<file path="src/rtl/ksd_pkg.sv">
package ksd_pkg;

  localparam int SYMBOL_BITS = 8;
  localparam int TABLE_DEPTH = 1 << SYMBOL_BITS;
  localparam int BYTE_BITS   = 8;

  localparam logic [SYMBOL_BITS-1:0] CODE_START = SYMBOL_BITS'(97);
  localparam logic [SYMBOL_BITS-1:0] SPACE_CHAR = SYMBOL_BITS'(32);

  typedef enum logic [1:0] {
    CMD_CLEAR   = 2'd0,
    CMD_KEY     = 2'd1,
    CMD_MESSAGE = 2'd2
  } cmd_t;

  typedef logic [SYMBOL_BITS-1:0] symbol_t;
  typedef logic [BYTE_BITS-1:0]   byte_t;

endpackage

</file>
<file path="src/rtl/ksd_in_if.sv">
interface ksd_in_if;
  logic          valid;
  logic          ready;
  ksd_pkg::cmd_t command;
  logic [7:0]    data_byte;

  modport source (output valid, output command, output data_byte, input ready);
  modport sink   (input valid, input command, input data_byte, output ready);
endinterface

</file>
<file path="src/rtl/ksd_out_if.sv">
interface ksd_out_if;
  logic       valid;
  logic       ready;
  logic [7:0] plain_byte;
  logic       was_mapped;

  modport source (output valid, output plain_byte, output was_mapped, input ready);
  modport sink   (input valid, input plain_byte, input was_mapped, output ready);
endinterface

</file>
<file path="src/rtl/ksd_ram.sv">
module ksd_ram #(
  parameter int WIDTH = 8,
  parameter int DEPTH = 256
) (
  input  logic                     clk,
  input  logic                     we,
  input  logic [$clog2(DEPTH)-1:0] waddr,
  input  logic [WIDTH-1:0]         wdata,
  input  logic                     re,
  input  logic [$clog2(DEPTH)-1:0] raddr,
  output logic [WIDTH-1:0]         rdata
);

  logic [WIDTH-1:0] mem [DEPTH];

  always_ff @(posedge clk) begin
    if (we) begin
      mem[waddr] <= wdata;
    end
    if (re) begin
      rdata <= mem[raddr];
    end
  end

endmodule

</file>
<file path="src/rtl/keyed_substitution_decoder_core.sv">
// Keyed substitution decoder. Each input word carries a command and a byte: a clear
// empties the key table, a key byte that is not a space and not yet present is
// given the next plaintext code (starting at 'a' and wrapping), and a message byte
// yields one output word with its decoded byte and a mapped flag. Clear and key
// words produce no output. The block takes one input word per cycle as long as the
// output side keeps taking words; a message result passes through the registered
// read of the code memory and then the output register. Valid bits sit in
// flip-flops, so no clearing pass is needed.
module keyed_substitution_decoder_core (
  input  logic      clk,
  input  logic      rst,
  ksd_in_if.sink    request,
  ksd_out_if.source result
);

  localparam int SB = ksd_pkg::SYMBOL_BITS;

  logic [ksd_pkg::TABLE_DEPTH-1:0] entry_valid;
  ksd_pkg::symbol_t                next_code;
  ksd_pkg::symbol_t                sym;
  ksd_pkg::symbol_t                rdata;

  logic    s1_valid;
  logic    s1_space;
  logic    s1_mapped;
  logic    out_valid;
  logic    out_mapped;
  logic [7:0] out_byte;

  logic out_free;
  logic advance;
  logic accept;
  logic key_write;
  logic msg_read;

  assign sym       = request.data_byte[SB-1:0];
  assign out_free  = !out_valid || result.ready;
  assign advance   = s1_valid && out_free;
  assign request.ready = !s1_valid || out_free;
  assign accept    = request.valid && request.ready;
  assign key_write = accept && (request.command == ksd_pkg::CMD_KEY) &&
                     (sym != ksd_pkg::SPACE_CHAR) && !entry_valid[sym];
  assign msg_read  = accept && (request.command == ksd_pkg::CMD_MESSAGE);

  ksd_ram #(
    .WIDTH (SB),
    .DEPTH (ksd_pkg::TABLE_DEPTH)
  ) u_code_store (
    .clk   (clk),
    .we    (key_write),
    .waddr (sym),
    .wdata (next_code),
    .re    (msg_read),
    .raddr (sym),
    .rdata (rdata)
  );

  always_ff @(posedge clk) begin
    if (rst) begin
      entry_valid <= '0;
      next_code   <= ksd_pkg::CODE_START;
    end else if (accept) begin
      case (request.command)
        ksd_pkg::CMD_CLEAR: begin
          entry_valid <= '0;
          next_code   <= ksd_pkg::CODE_START;
        end
        ksd_pkg::CMD_KEY: begin
          if (key_write) begin
            entry_valid[sym] <= 1'b1;
            next_code        <= next_code + SB'(1);
          end
        end
        default: begin
        end
      endcase
    end
  end

  always_ff @(posedge clk) begin
    if (rst) begin
      s1_valid <= 1'b0;
    end else if (msg_read) begin
      s1_valid <= 1'b1;
    end else if (advance) begin
      s1_valid <= 1'b0;
    end
  end

  always_ff @(posedge clk) begin
    if (msg_read) begin
      s1_space  <= (sym == ksd_pkg::SPACE_CHAR);
      s1_mapped <= entry_valid[sym];
    end
  end

  always_ff @(posedge clk) begin
    if (rst) begin
      out_valid <= 1'b0;
    end else if (advance) begin
      out_valid <= 1'b1;
    end else if (result.ready) begin
      out_valid <= 1'b0;
    end
  end

  always_ff @(posedge clk) begin
    if (advance) begin
      if (s1_space) begin
        out_byte   <= 8'(ksd_pkg::SPACE_CHAR);
        out_mapped <= 1'b1;
      end else if (s1_mapped) begin
        out_byte   <= 8'(rdata);
        out_mapped <= 1'b1;
      end else begin
        out_byte   <= '0;
        out_mapped <= 1'b0;
      end
    end
  end

  assign result.valid      = out_valid;
  assign result.plain_byte = out_byte;
  assign result.was_mapped = out_mapped;

endmodule

</file>
<file path="src/flat_wrapper.sv">
// flat-port wrapper written by rule: the top's interface ports become plain ports
module keyed_substitution_decoder_core_flat 
  (clk, rst, request_valid, request_command, request_data_byte, request_ready, result_valid, result_plain_byte, result_was_mapped, result_ready);
  ksd_in_if request_i ();
  ksd_out_if result_i ();
  input  logic clk;
  input  logic rst;
  input wire logic [$bits(request_i.valid)-1:0] request_valid;
  input wire logic [$bits(request_i.command)-1:0] request_command;
  input wire logic [$bits(request_i.data_byte)-1:0] request_data_byte;
  output wire logic [$bits(request_i.ready)-1:0] request_ready;
  output wire logic [$bits(result_i.valid)-1:0] result_valid;
  output wire logic [$bits(result_i.plain_byte)-1:0] result_plain_byte;
  output wire logic [$bits(result_i.was_mapped)-1:0] result_was_mapped;
  input wire logic [$bits(result_i.ready)-1:0] result_ready;
  assign request_i.valid = request_valid;
  assign request_i.command = request_command;
  assign request_i.data_byte = request_data_byte;
  assign request_ready = request_i.ready;
  assign result_valid = result_i.valid;
  assign result_plain_byte = result_i.plain_byte;
  assign result_was_mapped = result_i.was_mapped;
  assign result_i.ready = result_ready;
  keyed_substitution_decoder_core u_core (.clk(clk), .rst(rst), .request(request_i), .result(result_i));
endmodule
</file>
<file path="config.mk">
export PLATFORM = sky130hd
export DESIGN_NAME = keyed_substitution_decoder_core_flat
export DESIGN_NICKNAME = d
export VERILOG_FILES = /design/src/rtl/ksd_pkg.sv /design/src/rtl/ksd_in_if.sv /design/src/rtl/ksd_out_if.sv /design/src/rtl/ksd_ram.sv /design/src/rtl/keyed_substitution_decoder_core.sv /design/src/flat_wrapper.sv
export SDC_FILE = /design/constraint.sdc
export NUM_CORES = 2
export LEC_CHECK = 0
export ABC_AREA = 1
export CAP_MARGIN = 20
export CORE_UTILIZATION = 55
export DETAILED_ROUTE_END_ITERATION = 8
export DONT_BUFFER_PORTS = 1
export PLACE_DENSITY = 0.7
export SETUP_SLACK_MARGIN = 0.5
export SYNTH_ARGS = -nofsm -noshare
export SYNTH_HDL_FRONTEND = slang
export SYNTH_SLANG_ARGS = --single-unit
</file>
<file path="constraint.sdc">
create_clock -name clk -period 7 [get_ports clk]
set_input_delay 1.05 -clock clk [delete_from_list [all_inputs] [get_ports clk]]
set_output_delay 1.05 -clock clk [all_outputs]
set_load 0.02 [all_outputs]
</file>
## Word level (Yosys, flattened, before mapping)

Memory sizes are Yosys's and may differ from the RTL's. A register that Yosys moved wholly into a read port is not among the register bits.
Index checks and enable logic that the tools add are counted.

- Equal/unequal tests: 5
- Shifts and indexed selects: 0
- $add $sub $neg: 1
- Reduce and logical (&&, ||, !) cells: 18
- Multiplexer cells: 16
- Div/mod/pow operators: 0
- Multiply operators: 0
- $lt $le $gt $ge: 2
- Bitwise gates (word level): 2

Operator list:

| kind | count |
|---|---|
| one-hot mux 256 bit (2 select lines) | 1 |
| 2-to-1 mux 256 bit | 1 |
| OR 256 bit | 1 |
| one-hot mux 8 bit (2 select lines) | 1 |
| < comparator 8 x 9 -> 1 bit (second input constant) | 1 |
| 2-to-1 mux 1 bit | 9 |
| adder 8 x 1 -> 8 bit (second input constant) | 1 |
| binary-select mux 1 bit (select 8 bit) | 1 |
| demux 1 bit (select 8 bit) | 1 |
| == test 8 x 6 -> 1 bit (second input constant) | 1 |
| >= comparator 8 x 1 -> 1 bit (second input constant) | 1 |
| 2-to-1 mux 8 bit | 1 |
| != test 8 x 6 -> 1 bit (second input constant) | 1 |
| logical AND 1 bit | 7 |
| 2-to-1 mux 6 bit | 1 |
| nonzero test 2 bit | 3 |
| zero test 1 bit | 3 |
| AND reduction 3 bit | 1 |
| == test 2 x 1 -> 1 bit (second input constant) | 1 |
| == test 2 bit (second input constant) | 1 |
| zero test 2 bit | 1 |
| logical OR 1 bit | 2 |
| != test 2 x 1 -> 1 bit (second input constant) | 1 |
| OR reduction 2 bit | 1 |
| inverter 1 bit | 1 |

- ROM bits: 0
- Bits in latches: 0
- Memories kept: 1
- Word-level logic and storage cells: 54
- Bits in writable memories: 2048
- Flip-flop bits (word level): 277
- Output and inout port bits: 11
- Bits of input ports: 14

Memories:

| memory | words | width | read ports | clocked after Yosys merged registers in | write ports | RTL line | text |
|---|---|---|---|---|---|---|---|
| u_core.u_code_store.mem | 256 | 8 | 1 | 1 | 1 | ksd_ram.sv:14 | `logic [WIDTH-1:0] mem [DEPTH];` |

## Logic depth before layout (Yosys ltp)

- Depth after elaboration: 9
- Mapped depth: 22
- Gate-level depth less buffers: 18

## Hierarchy

From an unflattened synthesis, not the netlist that was laid out.

- Cell total of the unflattened synthesis: 9255
- Area total of the unflattened synthesis: 97782.5 sq um

By module, submodules not included:

| module | sequential area each (sq um) | times used | area an instance (sq um) | cells an instance |
|---|---|---|---|---|
| ksd_ram | 61739.2 | 1 | 83476.3 | 7003 |
| keyed_substitution_decoder_core | 5655.4 | 1 | 14306.2 | 2252 |

## Worst setup path before layout

Ideal clock, no wire load.

- Path type: register to register
- Start: register u_core.next_code[1]
- End: register u_core.next_code[6]
- Path slack: 1823 ps
- Cell stages (with the launch flop): 8
- Path buffers: 0
- Library setup time: 131 ps
- Arrival time: 5046 ps
- Cell sequence: dfxtp_1 ha_1 nand2_1 nor2_1 nand2_1 xnor2_1 o21ai_1 nand3_1

- Longest elaborated chain between the ends: 3

Ends and longest elaborated chain:

| item | RTL line | text |
|---|---|---|
| from (decl) | keyed_substitution_decoder_core.sv:19 | `ksd_pkg::symbol_t next_code;` |
| from (signal assigned) | keyed_substitution_decoder_core.sv:61 | `next_code <= ksd_pkg::CODE_START;` |
| from (signal assigned) | keyed_substitution_decoder_core.sv:66 | `next_code <= ksd_pkg::CODE_START;` |
| from (signal assigned) | keyed_substitution_decoder_core.sv:71 | `next_code <= next_code + SB'(1);` |
| adder 8 x 1 -> 8 bit | keyed_substitution_decoder_core.sv:71 |  |
| 2-to-1 mux 8 bit | keyed_substitution_decoder_core.sv:69 | `if (key_write) begin` |
| one-hot mux 8 bit (2 select lines) | keyed_substitution_decoder_core.sv:63 | `case (request.command)` |

No other way between the ends. The select of a mux whose other input is x is not followed.
A chain may end at the register's enable or synchronous reset.

## Worst setup path after layout

- Start: input request_data_byte[0]
- End: memory u_core.u_code_store.mem[153][3], enable pin

- Longest elaborated chain between the ends: 6
- Elaborated cells on any way between the ends: 8

Ends and longest elaborated chain:

| item | RTL line | text |
|---|---|---|
| from (decl) | flat_wrapper.sv:10 | `input wire logic [$bits(request_i.data_byte)-1:0] request_data_byte;` |
| binary-select mux 1 bit (select 8 bit) | keyed_substitution_decoder_core.sv:42 | `(sym != ksd_pkg::SPACE_CHAR) && !entry_valid[sym];` |
| 2-to-1 mux 1 bit (not written as such) | keyed_substitution_decoder_core.sv:42 |  |
| zero test 1 bit | keyed_substitution_decoder_core.sv:42 |  |
| logical AND 1 bit | keyed_substitution_decoder_core.sv:42 |  |
| 2-to-1 mux 1 bit | ksd_ram.sv:17 | `if (we) begin` |
| 2-to-1 mux 1 bit (not written as such) | ksd_ram.sv:18 | `mem[waddr] <= wdata;` |
| to (decl) | ksd_ram.sv:14 |  |

Several ways; a longest one is shown, not always the timed one. The select of a mux whose other input is x is not followed.

==> results.yml <==
sta:
  setup_viol: 0
  fin_setup_tns_ps: 0
  final_hold_viol_count: 0
  fin_crit_ps: 4920
  rsz0062_at_grt: "no"
  fmax_mhz: 203
  tightest_slew_ps: 1350
  finalCritPeriodShare_pct: 70.2
  maxSlewViolCount: 0
  fin_skew_ps: 57.3
  fin_ws_ps: 2080
  max-slew-margin-rel_pct: 9.72
synthesis:
  synth_top_cell_by_area: "edfxtp_1"
  ys_seq_area_share_pct: 74.2
  syn_area_per_cell_sq_um: 13.0
  synth_xor_area_share_pct: 0.0386
  ys_warn_count: 0
  synth_mux_area_share_pct: 0
  synthCells: 6970
  synth_area_sq_um: 90900
  synth-simple-area-share_pct: 8.81
  netlist.area_leader.share_pct: 68.3
  synth_compound_area_share_pct: 13.2
  synth_fa_ha_area_share_pct: 0.0138
  synth_top_family_by_area: "compound AO/OA/AOI/OAI gates"
  netlist_top_cells_area: "edfxtp_1 68%, a22oi_1 8.5%, dfxtp_1 5.9%, nand2_1 4.5%, a21oi_1 3.5%"
  synth-seq-cells: 2333
  synth.distinct_cells: 42
route:
  drtIter0Drc: 9009
  avgRoutedWirePerCell_um: 28.4
  wl_met1_mm: 100
  dr.pass1.iters: 8
  wl_met3_mm: 31.8
  final_antenna_net_count: 0
  route.met2.wl_mm: 118
  vias_per_cell: 6.46
  route.detailed.drc: 0
  wl_mm: 263
  via_count: 59900
  top_layer_used: "met5"
clock_network:
  numCtsBuffers: 219
  htree_levels: 4
  postCtsSetupBuffers: 0
  clock_tree.root_cell: "clkbuf_16"
  insertion_delay_ps: 850
  cts_tree: "built"
  cts.sinks: 2333
  clockBufferDepth: 3
  cts.reportedPaths.clkPinSlew_ps: 60
  ctsResizeCount: 0
  ctsHoldBuffers: 0
layout:
  syn2layout_area_growth_pct: 10.8
  layout_common_cells: "2067 x edfxtp_1, 1085 x nand2_1, 1024 x a22oi_1, 642 x a21oi_1, 432 x nor2_1"
  fillers: 12000
  mostFrequentLayoutCell: "edfxtp_1"
  nNetsFinal: 6915
  diodes: 0
  drive_above_1_share_pct: 9.46
floorplanning:
  coreArea_sq_um: 163000
  dieArea_sq_um: 167000
  fp.dieW_um: 408
  initial_core_util_pct: 55.6
  rows: 148
  die_h_um: 408
  io_pins: 25
critical_path:
  crit_type: "in -> reg"
  arrival_ps: 5370
  cp.required_ps: 7450
  cp-end-kind: "flop"
  cp-start-kind: "input pin"
  reg2reg_depth: 16
  crit_path_max_fanout: 187
global_route:
  grt_max_degree: 188
  grt.total_usage_pct: 31.0
  gr-total-overflow: 0
  grt_pass1_vias: 57100
  grt_first_pass_wirelength_mm: 381
  grt_antenna_before_repair: 5
flow_run:
  cap_violations: 0
placement:
  place_congestion: 0.915
  port-buffer-count: 0
  pre_cts_ws_ps: 1580
  hpwl_mm: 145
worst_hold_path:
  min_path_cells: 1
  min_path_type: "in -> reg"
power:
  p_leak_uw: 0.0336
  ir_worst_vdd_v: 0.000263
  powerDensity_nw_per_um2: 281
status:
  status: "complete, no violations"
## cell families (layout without fill, tap and decap cells)
logic type      after synthesis  after routing
compound gates             1843           1843
xor+xnor                      4              4
fa+ha+maj                     1              1
buf+inv                     839            954
flops                      2333           2333
other cells                   1              8
simple gates               1949           1949
## layout make-up
| class | count | area [sq um] | share of cell area, % |
|---|---|---|---|
| clock buffers | 262 | 5820 | 5.78 |
| clock inverters | 151 | 1560 | 1.55 |
| inverters | 324 | 1230 | 1.22 |
| multi-input cells | 3805 | 20100 | 20.0 |
| flip-flops and latches | 2333 | 67400 | 66.9 |
| well taps | 2175 | 2720 | 2.70 |
| repair buffers | 217 | 1800 | 1.79 |
## worst max-delay path: stages
cell and delay [ps]:
inv_2 420, nand2_2 490, nor2_1 80, nor2_1 100, nand2_1 50, nand2_1 50
nand2_1 60, nor2_1 190, nor2_1 110, nor2_1 130, nand2_1 80, nand2_1 70
nand2_1 60, nor2_2 360, nand2_8 340, buf_12 370, nor3_1 950
## state kept, by name, summed over array words and instances (netlist names), 8 cells and up
register	count
u_core.result.plain_byte	8
u_core.u_code_store.mem	2048
u_core.next_code	8
u_core.entry_valid	256
u_core.u_code_store.rdata	8
## power breakdown
group | switching [uW] | internal, uW | leakage [uW]
registers | 25.8 | 15100 | 0.0225
logic | 930 | 217 | 0.00754
clock network | 5210 | 6880 | 0.00356
## per-layer routing
metal,GRT usage (%),vias to the layer above
met5,0,-
met4,13.9,4
met1,42.9,29300
met2,46.9,4156
li1,-,25700
met3,7.41,688
## synth_stat cells
cell type  count
a22oi_1     1024
nor2_1       436
ha_1           1
o22ai_1       15
nor3_1       290
xor2_1         3
o31a_1         1
nor2_2         4
o211ai_1       2
nor4_1        14
o2111ai_1      1
nand2_2        2
buf_1         62
a21o_1         1
or2_2         65
o21ai_0       86
clkinv_1       3
nand3b_1       1
or3_1          1
o21a_1         1
a31o_2         1
nand3_1       20
nand2_4        2
conb_1         1
a211o_1        1
o21ai_1        9
dfxtp_1      266
a221oi_1       3
inv_1        314
a21oi_1      642
inv_2          7
buf_2        153
clkbuf_1     274
nor3b_1        2
nand2_1     1088
o31ai_1       55
a31oi_1        1
nand4_1       24
buf_4         25
xnor2_1        1
buf_6          1
edfxtp_1    2067
## final timing paths
path                                                                   to                                  from  slack, ps
worst max register to register  u_core.u_code_store.mem[153][3]$_DFFE_PP_  u_core.entry_valid[237]$_SDFFE_PP0P_       3030
worst min register to register        u_core.entry_valid[32]$_SDFFE_PP0P_   u_core.entry_valid[32]$_SDFFE_PP0P_        450
worst max-delay path            u_core.u_code_store.mem[153][3]$_DFFE_PP_                  request_data_byte[0]       2080
worst min-delay path                     u_core.next_code[7]$_SDFFE_PP0P_                                   rst        250
## stage by stage
step	utilization, %	cells	power, uW	hold slack, ps	instance area [sq um]
after floorplan	-	6977	16000	408	90900
after global placement	56.8	8765	16500	416	92800
after detailed placement	56.9	8779	16500	438	92900
after CTS	61.4	9192	28300	225	100000
after global routing	61.7	9267	28900	235	101000
final	61.7	9267	28300	254	101000
(Power assumes the default switching activity.)
